File: src/rtl/aff_pkg.sv
// ----------------------------------------------------------------------------
// aff_pkg
// Shared types and constants of the actuator frame feedback table.
// ----------------------------------------------------------------------------
package aff_pkg;

  localparam int JOINT_COUNT = 64;
  localparam int IDX_W = (JOINT_COUNT > 1) ? $clog2(JOINT_COUNT) : 1;
  localparam logic [6:0] JOINT_MAX = 7'(JOINT_COUNT);

  localparam logic [10:0] MOTION_BASE = 11'h500;
  localparam logic [10:0] MOTION_LAST = 11'h540;
  localparam logic [10:0] STATUS_BASE = 11'h240;
  localparam logic [10:0] STATUS_LAST = 11'h280;

  localparam logic [3:0] MOTION_MIN_LEN = 4'd6;
  localparam logic [3:0] STATUS_MIN_LEN = 4'd8;

  localparam logic ACT_FRAME = 1'b0;
  localparam logic ACT_READ  = 1'b1;

  localparam logic [1:0] KIND_IGNORED = 2'd0;
  localparam logic [1:0] KIND_MOTION  = 2'd1;
  localparam logic [1:0] KIND_STATUS  = 2'd2;
  localparam logic [1:0] KIND_READ    = 2'd3;

  // register select is address bit 3 (8-byte spacing)
  localparam logic REG_MASK  = 1'b0;
  localparam logic REG_LIMIT = 1'b1;

  localparam logic [30:0] STALE_LIMIT_RESET = 31'd10000;

  typedef struct packed {
    logic [63:0] mask;
    logic [30:0] limit;
  } cfg_t;

  typedef struct packed {
    logic             motion_we;
    logic             status_we;
    logic [IDX_W-1:0] idx;
    logic [55:0]      raw;
    logic [31:0]      stamp;
  } tbl_wr_t;

  typedef struct packed {
    logic [39:0] raw;
    logic [31:0] stamp;
    logic        valid;
  } motion_rec_t;

  typedef struct packed {
    logic [55:0] raw;
    logic [31:0] stamp;
    logic        valid;
  } status_rec_t;

  typedef struct packed {
    logic [20:0] fb_position;
    logic [22:0] fb_velocity;
    logic [21:0] fb_torque;
    logic        fb_stale;
    logic [26:0] st_position;
    logic [26:0] st_velocity;
    logic [26:0] st_torque;
    logic [7:0]  st_temperature;
    logic        st_stale;
  } feedback_t;

endpackage

File: src/rtl/aff_convert.sv
// ----------------------------------------------------------------------------
// aff_convert
// Two-stage conversion of raw records to Q16 values and stale flags.
// ----------------------------------------------------------------------------
module aff_convert (
  input  logic                 clk,
  input  logic                 load,
  input  aff_pkg::motion_rec_t motion,
  input  aff_pkg::status_rec_t status,
  input  logic [31:0]          now,
  input  logic [30:0]          limit,
  output aff_pkg::feedback_t   fb
);
  import aff_pkg::*;

  // pi/180 * 2^16 with 32 fraction bits, split at bit 21
  localparam logic [42:0] DEG_TO_Q16 = 43'd4912665105575;
  localparam logic [21:0] DEG_HI = DEG_TO_Q16[42:21];
  localparam logic [20:0] DEG_LO = DEG_TO_Q16[20:0];
  // current: mag*3*2^16/125 = 1572*mag + (108*mag + 62)/125, /125 by 2^-29 reciprocal
  localparam logic [44:0] CUR_MUL = 45'd463856544;
  localparam logic [44:0] CUR_ADD = 45'd266288016;

  function automatic logic [4:0] div65535_q(input logic [20:0] y);
    logic [4:0]  q0;
    logic [16:0] r;
    q0 = y[20:16];
    r  = {1'b0, y[15:0]} + {12'd0, q0};
    return (r >= 17'd65535) ? q0 + 5'd1 : q0;
  endfunction

  function automatic logic [10:0] div4095_q(input logic [22:0] y);
    logic [10:0] q0;
    logic [12:0] r;
    q0 = y[22:12];
    r  = {1'b0, y[11:0]} + {2'd0, q0};
    return (r >= 13'd4095) ? q0 + 11'd1 : q0;
  endfunction

  function automatic logic [16:0] magnitude(input logic [15:0] v);
    return v[15] ? (17'h10000 - {1'b0, v}) : {1'b0, v};
  endfunction

  logic [15:0] pos_raw;
  logic [11:0] vel_raw;
  logic [11:0] tq_raw;
  logic [16:0] ang_mag;
  logic [16:0] spd_mag;
  logic [16:0] cur_mag;
  logic [31:0] m_age;
  logic [31:0] s_age;

  logic [20:0] base_pos;
  logic [22:0] base_vel;
  logic [21:0] base_tq;
  logic        m_valid;
  logic        m_stale;
  logic [38:0] ang_hi;
  logic [37:0] ang_lo;
  logic        ang_neg;
  logic [38:0] spd_hi;
  logic [37:0] spd_lo;
  logic        spd_neg;
  logic [44:0] cur_prod;
  logic [25:0] cur_base;
  logic        cur_neg;
  logic [7:0]  temp;
  logic        s_valid;
  logic        s_stale;

  assign pos_raw = {motion.raw[7:0], motion.raw[15:8]};
  assign vel_raw = {motion.raw[23:16], motion.raw[31:28]};
  assign tq_raw  = {motion.raw[27:24], motion.raw[39:32]};
  assign ang_mag = magnitude(status.raw[55:40]);
  assign spd_mag = magnitude(status.raw[39:24]);
  assign cur_mag = magnitude(status.raw[23:8]);
  assign m_age   = now - motion.stamp;
  assign s_age   = now - status.stamp;

  always_ff @(posedge clk) begin
    if (load) begin
      base_pos <= 21'({5'd0, pos_raw} * 21'd25);
      base_vel <= 23'({11'd0, vel_raw} * 23'd1440);
      base_tq  <= 22'({10'd0, tq_raw} * 22'd768);
      m_valid  <= motion.valid;
      m_stale  <= !motion.valid || (m_age > {1'b0, limit});
      ang_hi   <= 39'(ang_mag) * 39'(DEG_HI);
      ang_lo   <= 38'(ang_mag) * 38'(DEG_LO);
      ang_neg  <= status.raw[55];
      spd_hi   <= 39'(spd_mag) * 39'(DEG_HI);
      spd_lo   <= 38'(spd_mag) * 38'(DEG_LO);
      spd_neg  <= status.raw[39];
      cur_prod <= 45'(cur_mag) * CUR_MUL + CUR_ADD;
      cur_base <= 26'(cur_mag) * 26'd1572;
      cur_neg  <= status.raw[23];
      temp     <= status.raw[7:0];
      s_valid  <= status.valid;
      s_stale  <= !status.valid || (s_age > {1'b0, limit});
    end
  end

  logic [21:0] pos_u;
  logic [23:0] vel_u;
  logic [22:0] tq_u;
  logic [59:0] ang_full;
  logic [59:0] spd_full;
  logic [26:0] ang_u;
  logic [26:0] spd_u;
  logic [26:0] cur_u;

  always_comb begin
    pos_u    = {1'b0, base_pos} + 22'(div65535_q(base_pos + 21'd32767));
    vel_u    = {1'b0, base_vel} + 24'(div4095_q(base_vel + 23'd2047));
    tq_u     = {1'b0, base_tq} + 23'(div4095_q({1'b0, base_tq} + 23'd2047));
    ang_full = {ang_hi, 21'd0} + 60'(ang_lo) + 60'h80000000;
    spd_full = {spd_hi, 21'd0} + 60'(spd_lo) + 60'h80000000;
    ang_u    = ang_full[58:32];
    spd_u    = spd_full[58:32];
    cur_u    = {1'b0, cur_base} + 27'(cur_prod[44:29]);

    fb.fb_position    = m_valid ? 21'(pos_u - 22'd819200) : '0;
    fb.fb_velocity    = m_valid ? 23'(vel_u - 24'd2949120) : '0;
    fb.fb_torque      = m_valid ? 22'(tq_u - 23'd1572864) : '0;
    fb.fb_stale       = m_stale;
    fb.st_position    = !s_valid ? '0 : (ang_neg ? 27'd0 - ang_u : ang_u);
    fb.st_velocity    = !s_valid ? '0 : (spd_neg ? 27'd0 - spd_u : spd_u);
    fb.st_torque      = !s_valid ? '0 : (cur_neg ? 27'd0 - cur_u : cur_u);
    fb.st_temperature = s_valid ? temp : '0;
    fb.st_stale       = s_stale;
  end

endmodule

File: config.mk
export PLATFORM = sky130hd
export DESIGN_NAME = aff_convert
export DESIGN_NICKNAME = d
export VERILOG_FILES = /design/src/rtl/aff_pkg.sv /design/src/rtl/aff_convert.sv
export SDC_FILE = /design/constraint.sdc
export NUM_CORES = 2
export LEC_CHECK = 0
export BUFFER_PORTS_ARGS = -buffer_cell sky130_fd_sc_hd__buf_4
export CAP_MARGIN = 25
export CELL_PAD_IN_SITES_DETAIL_PLACEMENT = 1
export CELL_PAD_IN_SITES_GLOBAL_PLACEMENT = 2
export CORE_MARGIN = 3
export CORE_UTILIZATION = 44
export DETAILED_ROUTE_END_ITERATION = 8
export GPL_TIMING_DRIVEN = 0
export PLACE_DENSITY_LB_ADDON = 0.1
export SLEW_MARGIN = 20
export SYNTH_ARGS = -nofsm -noshare
export SYNTH_HDL_FRONTEND = slang
export SYNTH_SLANG_ARGS = --single-unit
export TNS_END_PERCENT = 1
File: constraint.sdc
create_clock -name clk -period 26.5 [get_ports clk]
set_input_delay 7.95 -clock clk [delete_from_list [all_inputs] [get_ports clk]]
set_output_delay 7.95 -clock clk [all_outputs]
set_load 0.1 [all_outputs]
Word level (Yosys, flattened, before mapping)
Cells that the tools add are included.
{"block": "word_totals", "reg_bits": 287, "in_bits": 227, "output_inout_bits": 157, "wordCells": 80}
{"block": "op_classes", "add_sub_neg": 29, "multipliers": 9, "order_cmp": 5, "muxes": 16, "n_reduce_logical": 4}
{"op": "2-to-1 mux 27 bit", "count": 6}
{"op": "adder 59 x 32 -> 59 bit, second input constant", "count": 2}
{"op": "adder 59 x 37 -> 59 bit", "count": 2}
{"op": "subtractor 1 x 27 -> 27 bit, first input constant", "count": 3}
{"op": "multiplier 17 x 22 -> 38 bit, second input constant", "count": 2}
{"op": "multiplier 17 x 20 -> 37 bit, second input constant", "count": 2}
{"op": "greater-than comparator 32 x 31 -> 1 bit", "count": 2}
{"op": "subtractor 32 bit", "count": 2}
{"op": "2-to-1 mux 17 bit", "count": 3}
{"op": "subtractor 17 x 16 -> 17 bit, first input constant", "count": 3}
{"op": "adder 45 x 28 -> 45 bit, second input constant", "count": 1}
{"op": "multiplier 17 x 24 -> 40 bit, second input constant", "count": 1}
{"op": "adder 26 x 16 -> 27 bit", "count": 1}
{"op": "adder 12 x 11 -> 13 bit", "count": 2}
{"op": "greater-or-equal comparator 13 x 12 -> 1 bit, second input constant", "count": 2}
{"op": "multiplier 17 x 9 -> 24 bit, second input constant", "count": 1}
{"op": "adder 22 x 11 -> 23 bit, second input constant", "count": 1}
{"op": "adder 23 x 11 -> 23 bit", "count": 1}
{"op": "adder 23 x 11 -> 23 bit, second input constant", "count": 1}
{"op": "2-to-1 mux 23 bit", "count": 1}
{"op": "subtractor 23 x 22 -> 23 bit, second input constant", "count": 1}
{"op": "adder 11 x 1 -> 11 bit, second input constant", "count": 2}
{"op": "adder 22 x 11 -> 22 bit", "count": 1}
{"op": "2-to-1 mux 11 bit", "count": 2}
{"op": "other kinds (16)", "count": 18}

Logic depth before layout (Yosys ltp)
{"block": "logic_depth", "ltp_word": 7, "mapped_depth": 32}

Worst setup path before layout
No wires, ideal clock.
{"block": "synth_path", "path_type": "in2reg", "from": "input status[44] (netlist bit)", "to": "register cur_prod[44], data pin", "setup_ps": 258, "arrival_ps": 15727, "setup_slack_ps": 10516, "stages": 29, "path_buffers": 1, "path_cell_list": "or4_1 or3_1 o31ai_1 xnor2_1 inv_1 fa_1 inv_1 ha_1 inv_1 fa_1 inv_1 fa_1 fa_1 inv_1 fa_1 inv_1 ha_1 clkbuf_1 a21oi_1 o21ai_0 or3b_2 o21ai_0 xor2_1 a311oi_2 nand4_1 nand4bb_4 nor4_2 and4_1 xnor2_1"}
{"block": "synth_via", "elab_chain_len": 4}
{"element": "start: declaration", "line_no": "aff_convert.sv:9", "source": "input aff_pkg::status_rec_t status,"}
{"element": "subtractor 17 x 16 -> 17 bit", "line_no": "aff_convert.sv:41", "source": "return v[15] ? (17'h10000 - {1'b0, v}) : {1'b0, v};"}
{"element": "2-to-1 mux 17 bit (*)", "line_no": "aff_convert.sv:41"}
{"element": "multiplier 17 x 24 -> 40 bit (*)", "line_no": "aff_convert.sv:93", "source": "cur_prod <= 45'(cur_mag) * CUR_MUL + CUR_ADD;"}
{"element": "adder 45 x 28 -> 45 bit (*)", "line_no": "aff_convert.sv:93"}
{"element": "end signal: assignment", "line_no": "aff_convert.sv:93"}
{"element": "end: declaration", "line_no": "aff_convert.sv:64", "source": "logic [44:0] cur_prod;"}
Every way passes the cells marked *; elsewhere a longest branch is shown, timed or not.
A chain may end at the register's enable or synchronous reset.

Worst setup path after layout
Same ends and word-level chain as after synthesis.

==> run metrics <==
Die Wd 360 um; Die H 360 um; DRC 0; Seq/Total Area, Yosys 0.117; Avg Cell Area, Syn 9.26 um^2; crit path time final 17.36 ns; largest fanout on the critical path 10; crit path launch type primary input; Port Buffer Count 383; largest net degree at the start of global routing 90; I/O pin cnt 384; FFs w/ async S/R, synth 0; post-DR vias/cell 5.41; library cells used by synthesis 118; CP Capture Type register; synth warn 0; worst path required time 26.85 ns; cts hold-fix bufs 0; Clock Path Buffers 3; setup tns final 0 ns; Util after Layout 0.498; Worst Path Arrival 17.70 ns; die area 130,000 um^2; RSZ-0062 raised after global routing no; total global routing overflow 0; vias in the first global route 47,600; Placer Congestion 0.928; share of layout cells above drive strength 1 0.0927; Max Slew Vio Count 0; final worst-path cycle share 0.655; average wire per standard cell 21.8 um; fillers 14,400; Max stage delay on crit path 0.71 ns; Setup violations, final 0; most frequent cells in the layout inv_1, ha_1, fa_1; core area 124,000 um^2; Max Cap Viol 0; H-tree depth 1; Clk pin slew, worst setup/hold paths 0.07 ns; HP Class primary input to register; clk sinks 216; Max Clk Rate 57.6 MHz; slowest CP cell xor2_1; nets@finish 8,395; final hold vios 0; standard-cell row count 129; Crit Path Class primary input to register; status finished, final reports clean; max_slew headroom 0.290; clock root buffer clkbuf_16; EDFF count, synth 216; CTS tree done; flops & latches, synth 216; DRT antenna net count 0; Synth Flop Type edfxtp_1; most common cell after layout, fill and taps aside inv_1; post-synthesis cell count 5,968; aggregate global-route resource usage 0.273; area growth from synthesis to layout 11.9%; cell area after synthesis 55,300 um^2; first-pass GRT wire length 277,000 um; Post-CTS Resized 0; total wire length 177,000 um; worst slew pin tran 1.06 ns; starting density of the core 0.445; CTS Buf Count 31; DP HPWL 156,000 um; initial antenna violation count 16; total number of vias 43,900; TritonRoute pass-1 iters 5; Post-CTS Setup Bufs 0; Iter 0 DRT Violations 2,067
## cell families after synthesis
logic type	Yosys count	synth area share
buffers and inverters	1316	0.0906
and+or+nand+nor	1196	0.110
muxes	18	0.00337
adders and majority gates	1732	0.478
AOI/OAI and AO/OA	991	0.122
other	2	0.000136
xor gates and xnor gates	497	0.0790
DFF	216	0.117
## final cells by class
class                           instances  area, um^2  area share
Buffer                                 86         392     0.00633
Tap cell                             1637        2050      0.0331
Timing Repair Buffer                  408        3200      0.0517
Inverter                             1230        4620      0.0746
Antenna cell                            8        20.0    0.000324
Clock buffer                           37         798      0.0129
Multi-Input combinational cell       4463       44200       0.714
Clock inverter                         19         166     0.00269
Sequential cell                       216        6490       0.105
## stage by stage
step                worst slack, ns  instance area, um^2  instances  hold WS [ns]
floorplan                     10.52                55400       5995          8.05
global placement               8.00                60300       8015          8.13
detailed placement             8.48                60900       8039          8.13
CTS                            9.10                61800       8095          7.44
global route                   8.60                61900       8100          7.46
finish                         9.14                61900       8104          7.49
## synth_stat cells (24+ instances only)
cell type  number  area share
or3_1          58      0.0066
a211oi_1       32      0.0043
xnor2_1       332       0.053
o21a_1         59      0.0080
ha_1         1100        0.25
edfxtp_1      216        0.12
a31oi_1        34      0.0038
and2_1         57      0.0064
a21oi_1       281       0.025
or2_2          25      0.0028
o211ai_1       24      0.0033
nand3_1        93      0.0084
inv_1        1228       0.083
nand4_1        45      0.0051
a21o_1        109       0.015
fa_1          632        0.23
o31ai_1        28      0.0038
nand2_1       212       0.014
nor3_1        119       0.011
o21ai_0       165       0.015
nor2_1        335       0.023
and3_1         49      0.0055
clkbuf_1       68      0.0046
xor2_1        163       0.026
nand2b_1       46      0.0052
o21bai_1       48      0.0065
nor2b_1        51      0.0058
## state kept, by name (all words and copies together) (netlist names)
| register | flops |
|---|---|
| ang_hi | 38 |
| ang_lo | 16 |
| ang_neg | 1 |
| base_pos | 21 |
| base_tq | 14 |
| base_vel | 18 |
| cur_base | 24 |
| cur_neg | 1 |
| cur_prod | 16 |
| m_stale | 1 |
| m_valid | 1 |
| s_stale | 1 |
| s_valid | 1 |
| spd_hi | 38 |
| spd_lo | 16 |
| spd_neg | 1 |
| temp | 8 |
## worst max-delay path: cells and delay by family
family / cells / cell delay [ns]
xor gates and xnor gates: 3 / 0.99
and+or+nand+nor: 7 / 2.64
AOI/OAI and AO/OA: 5 / 1.54
adders and majority gates: 7 / 3.47
buffers and inverters: 7 / 1.12
## path summary, 6_finish.rpt
check / startpoint / to / slack (ns) / cells after the start
setup / recovery: status[44] / cur_prod[44] / 9.14 / 29
hold / removal: status[34] / temp[1] / 7.49 / 1
## metal layers
metal  track usage  part of all wire
met2         0.460              0.47
met5             0           0.00046
met4        0.0673             0.029
met1         0.363              0.44
met3        0.0524             0.058
Power is not shown: default switching activity piles up to over one toggle a cycle in this logic, so the estimate is an artifact.
