## config.mk

```make
export PLATFORM = sky130hd
export DESIGN_NAME = aff_cfg
export DESIGN_NICKNAME = d
export VERILOG_FILES = /design/src/rtl/aff_pkg.sv /design/src/rtl/aff_cfg.sv
export SDC_FILE = /design/constraint.sdc
export NUM_CORES = 1
export LEC_CHECK = 0
export BUFFER_PORTS_ARGS = -buffer_cell sky130_fd_sc_hd__buf_2
export CAP_MARGIN = 15
export CELL_PAD_IN_SITES_DETAIL_PLACEMENT = 1
export CELL_PAD_IN_SITES_GLOBAL_PLACEMENT = 1
export CORE_MARGIN = 2
export CORE_UTILIZATION = 34
export CTS_BUF_LIST = sky130_fd_sc_hd__clkbuf_4 sky130_fd_sc_hd__clkbuf_8
export CTS_CLUSTER_DIAMETER = 150
export DETAILED_ROUTE_END_ITERATION = 10
export GPL_TIMING_DRIVEN = 1
export PLACE_DENSITY = 0.82
export SLEW_MARGIN = 20
export SYNTH_ARGS = -nofsm -noshare
export SYNTH_HDL_FRONTEND = slang
export SYNTH_SLANG_ARGS = --single-unit
```

## constraint.sdc

```tcl
create_clock -name clk -period 1.3 [get_ports clk]
set_clock_uncertainty 0.2 [all_clocks]
set_input_delay 0 -clock clk [delete_from_list [all_inputs] [get_ports clk]]
set_output_delay 0 -clock clk [all_outputs]
set_load 0.01 [all_outputs]
```

## src/rtl/aff_pkg.sv

```systemverilog
// ----------------------------------------------------------------------------
// aff_pkg
// Shared types and constants of the actuator frame feedback table.
// ----------------------------------------------------------------------------
package aff_pkg;

  localparam int JOINT_COUNT = 64;
  localparam int IDX_W = (JOINT_COUNT > 1) ? $clog2(JOINT_COUNT) : 1;
  localparam logic [6:0] JOINT_MAX = 7'(JOINT_COUNT);

  localparam logic [10:0] MOTION_BASE = 11'h500;
  localparam logic [10:0] MOTION_LAST = 11'h540;
  localparam logic [10:0] STATUS_BASE = 11'h240;
  localparam logic [10:0] STATUS_LAST = 11'h280;

  localparam logic [3:0] MOTION_MIN_LEN = 4'd6;
  localparam logic [3:0] STATUS_MIN_LEN = 4'd8;

  localparam logic ACT_FRAME = 1'b0;
  localparam logic ACT_READ  = 1'b1;

  localparam logic [1:0] KIND_IGNORED = 2'd0;
  localparam logic [1:0] KIND_MOTION  = 2'd1;
  localparam logic [1:0] KIND_STATUS  = 2'd2;
  localparam logic [1:0] KIND_READ    = 2'd3;

  // register select is address bit 3 (8-byte spacing)
  localparam logic REG_MASK  = 1'b0;
  localparam logic REG_LIMIT = 1'b1;

  localparam logic [30:0] STALE_LIMIT_RESET = 31'd10000;

  typedef struct packed {
    logic [63:0] mask;
    logic [30:0] limit;
  } cfg_t;

  typedef struct packed {
    logic             motion_we;
    logic             status_we;
    logic [IDX_W-1:0] idx;
    logic [55:0]      raw;
    logic [31:0]      stamp;
  } tbl_wr_t;

  typedef struct packed {
    logic [39:0] raw;
    logic [31:0] stamp;
    logic        valid;
  } motion_rec_t;

  typedef struct packed {
    logic [55:0] raw;
    logic [31:0] stamp;
    logic        valid;
  } status_rec_t;

  typedef struct packed {
    logic [20:0] fb_position;
    logic [22:0] fb_velocity;
    logic [21:0] fb_torque;
    logic        fb_stale;
    logic [26:0] st_position;
    logic [26:0] st_velocity;
    logic [26:0] st_torque;
    logic [7:0]  st_temperature;
    logic        st_stale;
  } feedback_t;

endpackage

```

## src/rtl/aff_cfg.sv

```systemverilog
// ----------------------------------------------------------------------------
// aff_cfg
// APB register file: registered joint mask and stale age limit.
// ----------------------------------------------------------------------------
module aff_cfg (
  input  logic          clk,
  input  logic          rst,
  input  logic          psel,
  input  logic          penable,
  input  logic          pwrite,
  input  logic [3:0]    paddr,
  input  logic [63:0]   pwdata,
  output logic [63:0]   prdata,
  output logic          pready,
  output aff_pkg::cfg_t cfg
);
  import aff_pkg::*;

  logic wr_en;

  assign pready = 1'b1;
  assign wr_en  = psel && penable && pwrite && pready;

  always_ff @(posedge clk) begin
    if (rst) begin
      cfg.mask  <= '0;
      cfg.limit <= STALE_LIMIT_RESET;
    end else if (wr_en) begin
      unique case (paddr[3])
        REG_MASK:  cfg.mask  <= pwdata;
        REG_LIMIT: cfg.limit <= pwdata[30:0];
        default: ;
      endcase
    end
  end

  always_comb begin
    unique case (paddr[3])
      REG_MASK:  prdata = cfg.mask;
      REG_LIMIT: prdata = {33'd0, cfg.limit};
      default:   prdata = '0;
    endcase
  end

endmodule

```

* Yosys cells after proc, flatten, opt, wreduce, memory -nomap -nowiden
Index checks and enable logic that the tools add are counted.
Word-level totals: word-level logic and storage cells 8, bits of input ports 73, bits in registers 95, output and inout bits 160
Cells by class: bitwise gates (word level) 1, reduce and logical (&&, ||, !) cells 4, multiplexer cells 1
Operators by type and width (count):
- $pmux 64 s2 | 1
- $reduce_and 2->1 | 2
- $logic_and 1x1->1 | 2
- $not 1->1 | 1

* Depth between registers and ports, before layout
Gate-level depths: netlist (run 1).
depth after elaboration 3, depth in mapped cells 4, gate-level depth less buffers 2

* Worst setup path after synthesis (run 1)
OpenSTA, ideal clock, no wires.
path type input-to-reg, from input port paddr[3], to register cfg[31] (netlist name), slack 0.286 ns, library setup time 0.072 ns, data arrival time 0.742 ns, stages on the path 4, buffers on the path 2, path through and4b_1 buf_4 buf_6 mux2i_1
Between the ends: longest elaborated chain between the ends 2
Ends and longest elaborated chain:
- start: declaration | line aff_cfg.sv:11 | input logic [3:0] paddr,
- $not 1->1
- $reduce_and 2->1 (no line)
- end: declaration | line aff_cfg.sv:15 | output aff_pkg::cfg_t cfg
Every way passes these cells. A chain may end at the register's enable or synchronous reset.

* Final worst setup path (run 1)
from register cfg[61] (netlist name), to output port prdata[30]
Between the ends: longest elaborated chain between the ends 1
Ends and longest elaborated chain:
- $pmux 64 s2 | line aff_cfg.sv:38 | unique case (paddr[3])
- end: declaration | line aff_cfg.sv:13 | output logic [63:0] prdata,
Every way passes these cells.

==> results of run 1 <==
## synth_stat cells
cell and instances:
nand2b_1 154, dfxtp_1 95, mux2i_1 95, nor2b_1 33, mux2_2 31, clkbuf_1 19, nor2_1 10, buf_2 7
buf_6 6, buf_4 4, and4b_1 1, conb_1 1, nand4_1 1
## stage by stage
step / util (%) / total power (W) / worst slack [ns] / hold slack, ns
after global routing: 57.6 / 0.00641 / -0.0532 / 0.0208
final: 57.6 / 0.00616 / -0.00568 / 0.00691
after CTS: 56.4 / 0.00614 / -0.0331 / -0.0224
after global placement: 44.8 / 0.00378 / 0.0664 / 0.0618
after detailed placement: 44.8 / 0.00382 / -0.0394 / 0.0716
after floorplan: - / 0.00351 / 0.286 / -0.0447
## layout make-up
class | count | share of cell area [%]
multi-input cells | 326 | 34.6
repair buffers | 356 | 33.7
flip-flops and latches | 95 | 26.0
well taps | 176 | 2.87
clock buffers | 12 | 1.99
clock inverters | 4 | 0.718
diodes | 4 | 0.131
## worst max-delay path by stage
stage | from | end | slack [ns] | depth (start not counted)
6_report | cfg[61] | prdata[30] | -0.006 | 2
3_5_place_dp | paddr[3] | cfg[54] | -0.04 | 4
3_3_place_gp | paddr[3] | cfg[53] | 0.07 | 4
4_1_cts | cfg[55] | prdata[24] | -0.03 | 2
5_1_grt | cfg[58] | prdata[27] | -0.05 | 2
2_1_floorplan | paddr[3] | cfg[31] | 0.29 | 4
## power breakdown
group / total, W / switching [W] / leakage, nW / internal [W]
registers: 0.00303 / 0.0000512 / 0.801 / 0.00298
clock network: 0.00206 / 0.00107 / 0.104 / 0.000995
logic: 0.00107 / 0.000461 / 2.85 / 0.000608
## critical path: stages (launching register included)
cell	delay, ns
dfxtp_2	0.34
mux2_4	0.28
buf_6	0.13
## what timing repair did
| item | in CTS | in global routing |
|---|---|---|
| setup endpoints to repair | 33 | 66 |
| hold endpoints to repair | 95 | 2 |
| gates cloned | 0 | 1 |
| gates resized for setup | 98 | 43 |
| setup buffers | 47 | 1 |
| hold buffers | 70 | 1 |
## metal layers
layer / share of wire, % / vias up
met4: 2.8 / 0
met1: 38 / 2258
met5: 0 / -
met3: 4.8 / 41
li1: - / 2152
met2: 54 / 192
## cell families (layout without fill, tap and decap cells)
family,after synthesis,in the layout,share of synthesized area (%)
simple gates,199,199,26.4
mux,126,126,28.1
flops,95,95,41.0
buf+inv,36,372,4.40
other cells,1,5,0.0809
==> flow_summary.json, run 1 <==
{
  "worst_slack_ns": -0.00568,
  "stdcell_count": 973,
  "min_path_cells": 4,
  "fp-row-count": 42,
  "r2r_slack_ns": 0.24,
  "synth-seq-area-share_pct": 41.0,
  "required_ns": 1.10,
  "core-area_um2": 13300,
  "most-common-layout-cells": "buf_2 (196), nand2b_1 (154), mux2i_1 (95), dfxtp_2 (75), dlygate4sd3_1 (68)",
  "hold_end": "cfg[29]",
  "stdcell_area_um2": 7660,
  "placed_area_um2": 5960,
  "htree_num_levels": 3,
  "grt_busiest_layer": "met2",
  "route.detailed.drc": 0,
  "multi_input_area_um2": 2650,
  "finalMaxSlewViolations": 0,
  "grt_pass1_vias": 5193,
  "outcome": "finished, violations left",
  "pwr_density_cell_nw_per_um2": 805,
  "reg2regPathDepth": 3,
  "critPathKind": "flip-flop to output port",
  "largestRegisters": "cfg x95",
  "timing.setup.tns_ns": -0.0120,
  "hold_class": "primary input to flip-flop",
  "initial_core_util_pct": 34.8,
  "setup_viol": 3,
  "first_pass_iters": 4,
  "violations": "setup timing",
  "numClockSinks": 95,
  "synth_cell_type_count": 13,
  "use_met3_pct": 4.91,
  "power_leakage_nw": 3.75,
  "cts_tree": "done",
  "max-vdd-ir-drop_mv": 0.625,
  "cp-start-kind": "flip-flop",
  "synth_seq_cells": 95,
  "antenna_found_initial": 4,
  "globalRouteMet1Util_pct": 25.9,
  "synth_area_per_cell_um2": 10.1,
  "seq_area_um2": 2000,
  "synth_top_cell_area_share_pct": 41.0,
  "use_met2_pct": 45.7,
  "worstReg2RegEnd": "cfg[47]",
  "gp_congestion": 0.745,
  "cp-end-kind": "output port",
  "maxCapViolations": 0,
  "drt_iter0_markers": 208,
  "min_from": "rst",
  "totalWireLength_um": 18500,
  "fmax_mhz": 766,
  "timing.final.crit_share_pct": 100,
  "root_buffer": "clkbuf_8",
  "place_hpwl_um": 9850,
  "critPathArrivalTime_ns": 1.11,
  "clk_pin_slew_ns": 0.10,
  "syn_to_final_growth_pct": 65.4,
  "drive_gt1_share_pct": 52.6,
  "syn_inst": 457,
  "fin_crit_ns": 1.31,
  "die_w_um": 121,
  "dp_cells": 835,
  "r2r-start": "cfg[47]",
  "nNetsFinal": 861,
  "vias": 4643,
  "top_register": "cfg",
  "overflow": 0,
  "largest_reg_flops": 95,
  "yosys.area.top_type": "dfxtp_1",
  "grt_start_max_net_pins": 73,
  "die_area_um2": 14600,
  "ant_nets": 0,
  "ioPinCount": 233,
  "synthesis.nets": 530,
  "synth_warnings": 0,
  "cts_made_buffers": 9,
  "grt_setup_unrepaired": "yes",
  "viasPerCell": 4.77,
  "wl_per_cell_um": 19.0,
  "die_h_um": 121,
  "synth_area_um2": 4630,
  "layout_commonest_cell": "buf_2",
  "grt_usage_pct": 24.3,
  "io_buffers": 228,
  "finalHoldViolations": 0,
  "grt_pass1_wl_um": 27500,
  "fillers": 1496,
  "clk_latency_ns": 0.35,
  "clk_path_buf_depth": 2,
  "synthTopCellsByArea": "dfxtp_1 (41%), nand2b_1 (21%), mux2i_1 (21%)",
  "cp_max_fo": 2
}
Power figures use the tool's default switching activity.
==> inputs of run 2 (changes only) <==
CELL_PAD_IN_SITES_DETAIL_PLACEMENT = default   (was 1)
CELL_PAD_IN_SITES_GLOBAL_PLACEMENT = default   (was 1)
CORE_UTILIZATION = 47   (was 34)
MAX_ROUTING_LAYER = met4   (was default)
==> run 2 against run 1 <==
Net effect: the flow still finishes with violations (setup timing); via count is 3.3% lower; combinational power decreased by 8%; sequential share of layout area up 0.79 points; sequential power about the same; hold slack gained 0.054 ns; clock power rose by 6%; clock-buffer cell count fell by 2; die area decreased by 27%; sequential cell count did not move.
==> flow_summary.json, run 2 (same netlist as run 1, synthesis figures left out) <==
{
  "top_register": "cfg",
  "overflow": 0,
  "cp_cell_sequence": "mux2_4 -> buf_6",
  "r2r-start": "cfg[10]",
  "p_total_w": 0.00620,
  "cp-start-kind": "flip-flop",
  "grt_usage_pct": 24.9,
  "gp_congestion": 0.798,
  "cts_made_buffers": 9,
  "grt_pass1_wl_um": 20000,
  "largest_reg_flops": 95,
  "maxCapViolations": 0,
  "stdcell_count": 913,
  "met2_length_um": 7810,
  "numClockSinks": 95,
  "route.detailed.drc": 0,
  "power_leakage_nw": 3.64,
  "cp_slowest_cell": "dfxtp_2",
  "critPathKind": "flip-flop to output port",
  "cp-end-kind": "output port",
  "r2r_slack_ns": 0.32,
  "hold_class": "primary input to flip-flop",
  "worst_setup_path_startpoint": "cfg[53]",
  "totalWireLength_um": 15100,
  "wl_met1_um": 6190,
  "max-vdd-ir-drop_mv": 0.613,
  "fin_crit_ns": 1.32,
  "cp_max_fo": 2,
  "clk_path_buf_depth": 2,
  "finalMaxSlewViolations": 0,
  "fp-row-count": 36,
  "timing.final.crit_share_pct": 102,
  "wl_met3_um": 820,
  "reg2regPathDepth": 3,
  "cts_tree": "done",
  "setup_viol": 5,
  "dp_cells": 793,
  "syn_to_final_growth_pct": 59.5,
  "insertedDiodeCount": 0,
  "fillers": 607,
  "die_area_um2": 10700,
  "largestRegisters": "cfg x95",
  "ant_nets": 0,
  "layout_commonest_cell": "buf_2",
  "seq_area_um2": 1980,
  "grt_setup_unrepaired": "yes",
  "max_stage_delay_ns": 0.35,
  "clk_pin_slew_ns": 0.10,
  "most-common-layout-cells": "buf_2 (198), nand2b_1 (154), mux2i_1 (95), dfxtp_2 (65), dlygate4sd3_1 (65)",
  "outcome": "finished, violations left",
  "min_from": "penable",
  "finalHoldViolations": 0,
  "htree_num_levels": 3,
  "wl_per_cell_um": 16.5,
  "die_h_um": 103,
  "fmax_mhz": 755,
  "viasPerCell": 4.92,
  "initial_core_util_pct": 47.8,
  "min_path_cells": 4,
  "required_ns": 1.10,
  "die_w_um": 103,
  "timing.setup.tns_ns": -0.0388,
  "antenna_found_initial": 0,
  "first_pass_iters": 4,
  "io_buffers": 228,
  "worst_slack_ns": -0.0238,
  "grt_start_max_net_pins": 85,
  "core-area_um2": 9680,
  "nNetsFinal": 848,
  "multi_input_area_um2": 2590,
  "critPathArrivalTime_ns": 1.12,
  "ioPinCount": 233,
  "pwr_density_cell_nw_per_um2": 839,
  "grt_pass1_vias": 4147,
  "vias": 4492,
  "top_layer": "met4",
  "drive_gt1_share_pct": 50.4,
  "root_buffer": "clkbuf_8",
  "clk_latency_ns": 0.35,
  "drt_iter0_markers": 103,
  "violations": "setup timing",
  "place_hpwl_um": 8310
}
==> run 2: cell types whose count changed in the layout (fill, tap and decap cells not counted), sizes merged, moves of 2 or more <==
cell / before / now
buf: 286 / 278
clkbuf: 13 / 10
clkinv: 2 / 4
diode: 4 / 0
dlygate4sd3: 68 / 65
==> run 2: critical path, delay by kind of cell (launching register included) <==
kind                   cells  cell delay (ns)
buffers and inverters      1             0.12
muxes                      1             0.29
DFF                        1             0.35
==> run 2: area by class of cell <==
| cell class | instances | area share, % |
|---|---|---|
| clock buffer | 10 | 1.86 |
| clock inverter | 6 | 1.13 |
| multi-input combinational | 326 | 35.1 |
| sequential | 95 | 26.8 |
| tap | 133 | 2.25 |
| timing repair buffer | 343 | 32.8 |
==> run 2: routing by layer <==
metal | up-vias | GRT usage (%)
met4 | 0 | 8.30
met5 | - | -
met1 | 2148 | 28.8
li1 | 2116 | -
met3 | 25 | 3.83
met2 | 203 | 44.0
==> run 2: what timing repair did <==
| item | 4_1_cts | 5_1_grt |
|---|---|---|
| hold buffers | 65 | 0 |
| endpoints found under the setup margin | 22 | 36 |
| resized for setup | 50 | 63 |
| endpoints found under the hold margin | 95 | 0 |
| gates cloned | 0 | 0 |
| buffers inserted | 29 | 10 |
==> run 2: final timing paths <==
check | endpoint
hold reg to reg | cfg[92]
setup / recovery | prdata[22]
hold / removal | cfg[27]
setup reg to reg | cfg[10]
==> run 2: through the flow <==
step	util, %	hold WS, ns	area (um2)	setup slack (ns)
after global placement	60.9	0.0608	5900	0.0875
after floorplan	-	-0.0447	4630	0.286
after detailed placement	60.9	0.0691	5900	0.0346
after global routing	76.3	0.0747	7390	-0.0504
after CTS	73.3	0.0521	7100	-0.00514
final	76.3	0.0607	7390	-0.0238
==> run 2: where the power goes <==
group	internal [W]	switching, W
clock	0.00113	0.00105
sequential	0.00298	0.0000505
combinational	0.000570	0.000416
total	0.00468	0.00152
==> inputs of run 3 (changes only) <==
CORE_UTILIZATION = 40   (was 47)
PLACE_DENSITY = 0.74   (was 0.82)
clock period = 1.15 ns   (was 1.3 ns; I/O delays follow)
==> run 3 against run 2 <==
Net effect: the run still ends with setup timing left; total power grew 16%; critical path depth is the same; first-iteration DRC count grew 67%; critical endpoint is now prdata[14]; largest power group unchanged; hold slack lost 0.051 ns; utilization grew 0.93 points; sequential cell count is the same; die area grew 17%; via count grew 7.1%.
==> flow_summary.json, run 3 (same netlist as run 1, synthesis figures left out) <==
{
  "outcome": "finished, violations left",
  "violations": "setup timing",
  "fmax_mhz": 755,
  "stdcell_area_um2": 8780,
  "clk_latency_ns": 0.36,
  "worstReg2RegEnd": "cfg[83]",
  "drt_iter0_markers": 172,
  "grt_pass1_wl_um": 23900,
  "clockPowerShare_pct": 33.0,
  "hold_class": "primary input to flip-flop",
  "die_h_um": 112,
  "pwr_density_cell_nw_per_um2": 818,
  "vias": 4812,
  "finalMaxSlewViolations": 0,
  "hold_slack_ns": 0.00953,
  "critPathKind": "flip-flop to output port",
  "largestRegisters": "cfg x95",
  "ioPinCount": 233,
  "gp_congestion": 0.794,
  "wl_per_cell_um": 18.7,
  "fp-row-count": 39,
  "r2r-start": "cfg[83]",
  "hold_end": "cfg[10]",
  "largest_reg_flops": 95,
  "overflow": 0,
  "power_leakage_nw": 4.08,
  "p_int_w": 0.00539,
  "grt_usage_pct": 24.4,
  "numClockSinks": 95,
  "cp_max_fo": 2,
  "antenna_found_initial": 1,
  "cts_made_buffers": 9,
  "placed_area_um2": 5950,
  "die_area_um2": 12500,
  "finalHoldViolations": 0,
  "multi_input_area_um2": 2760,
  "syn_to_final_growth_pct": 89.5,
  "ant_nets": 0,
  "p_seq_share_pct": 47.8,
  "htree_num_levels": 3,
  "die_w_um": 112,
  "core-area_um2": 11400,
  "cts_tree": "done",
  "cp-end-kind": "output port",
  "nNetsFinal": 894,
  "grt_pass1_vias": 4859,
  "maxCapViolations": 0,
  "comb_power_share_pct": 19.2,
  "clk_path_buf_depth": 2,
  "grt_start_max_net_pins": 89,
  "viasPerCell": 4.96,
  "io_buffers": 228,
  "route.detailed.drc": 0,
  "timing.final.crit_share_pct": 115,
  "grt_setup_unrepaired": "yes",
  "min_from": "rst",
  "sw_frac_of_total_pct": 24.9,
  "totalWireLength_um": 18100,
  "most-common-layout-cells": "buf_6 (183), nand2b_1 (154), buf_2 (110), mux2i_1 (95), dfxtp_2 (94)",
  "reg2regPathDepth": 4,
  "first_pass_iters": 4,
  "top_register": "cfg",
  "fin_crit_ns": 1.32,
  "root_buffer": "clkbuf_8",
  "min_path_cells": 4,
  "switchingPower_w": 0.00179,
  "fillers": 679,
  "drive_gt1_share_pct": 58.6,
  "seq_area_um2": 2020,
  "max-vdd-ir-drop_mv": 0.533,
  "initial_core_util_pct": 40.8,
  "setup_viol": 70,
  "place_hpwl_um": 8470,
  "clk_pin_slew_ns": 0.09,
  "worst_slack_ns": -0.174,
  "layout_commonest_cell": "buf_6",
  "r2r_slack_ns": 0.13,
  "required_ns": 0.95,
  "critPathArrivalTime_ns": 1.12,
  "cp-start-kind": "flip-flop"
}
==> run 3: cell types whose count changed in the layout (fill, tap and decap cells not counted), sizes merged <==
cell,previous run,this run
buf,278,323
clkinv,4,2
clkbuf,10,14
bufinv,2,1
diode,0,1
==> run 3: metrics by stage <==
stage | TNS [ns] | instances | power (W) | utilization, % | worst slack, ns
3_5_place_dp | -4.04 | 804 | 0.00431 | 52.3 | -0.0954
6_report | -5.65 | 970 | 0.00718 | 77.2 | -0.174
3_3_place_gp | -1.67 | 804 | 0.00429 | 52.3 | -0.0440
5_1_grt | -8.31 | 970 | 0.00743 | 77.2 | -0.200
2_1_floorplan | 0 | 457 | 0.00396 | - | 0.136
4_1_cts | -11.26 | 951 | 0.00700 | 70.4 | -0.152
==> run 3: repair_timing <==
action	4_1_cts	5_1_grt
cloned	0	1
hold buffers	65	1
pin swaps	0	0
buffers inserted	66	21
hold endpoints to repair	95	1
endpoints found under the setup margin	64	222
gates resized for setup	197	145
==> run 3: critical path, stage by stage (launching register included) <==
cell and delay, ns:
dfxtp_2 0.35, mux2_4 0.29, buf_6 0.12
==> run 3: worst max-delay path by stage <==
stage | slack, ns | depth (start not counted) | endpoint | from
after floorplan | 0.14 | 4 | cfg[31] | paddr[3]
after global placement | -0.04 | 4 | cfg[80] | paddr[3]
after detailed placement | -0.1 | 4 | cfg[75] | paddr[3]
after CTS | -0.15 | 2 | prdata[30] | cfg[61]
after global routing | -0.20 | 2 | prdata[14] | cfg[45]
final | -0.17 | 2 | prdata[14] | cfg[45]
==> run 3: layer usage <==
layer | track usage, % | wire (um)
met5 | - | 0
met4 | 11.0 | 618
met3 | 3.70 | 989
met2 | 44.6 | 9780
met1 | 25.8 | 6740
==> run 3: area by class of cell <==
cell class / count / area share, %
multi-input cells: 326 / 31.5
flip-flops and latches: 95 / 23.0
clock inverters: 3 / 0.456
clock buffers: 13 / 1.97
diodes: 1 / 0.0285
well taps: 143 / 2.04
repair buffers: 389 / 41.0
==> run 3: power by group through the flow <==
stage                     Clock (W)  Sequential (W)  Combinational [W]
final                       0.00237         0.00343            0.00138
after global routing        0.00254         0.00344            0.00145
after CTS                   0.00239         0.00342            0.00119
after detailed placement          0         0.00349           0.000821
after global placement            0         0.00349           0.000801
after floorplan                   0         0.00352           0.000449
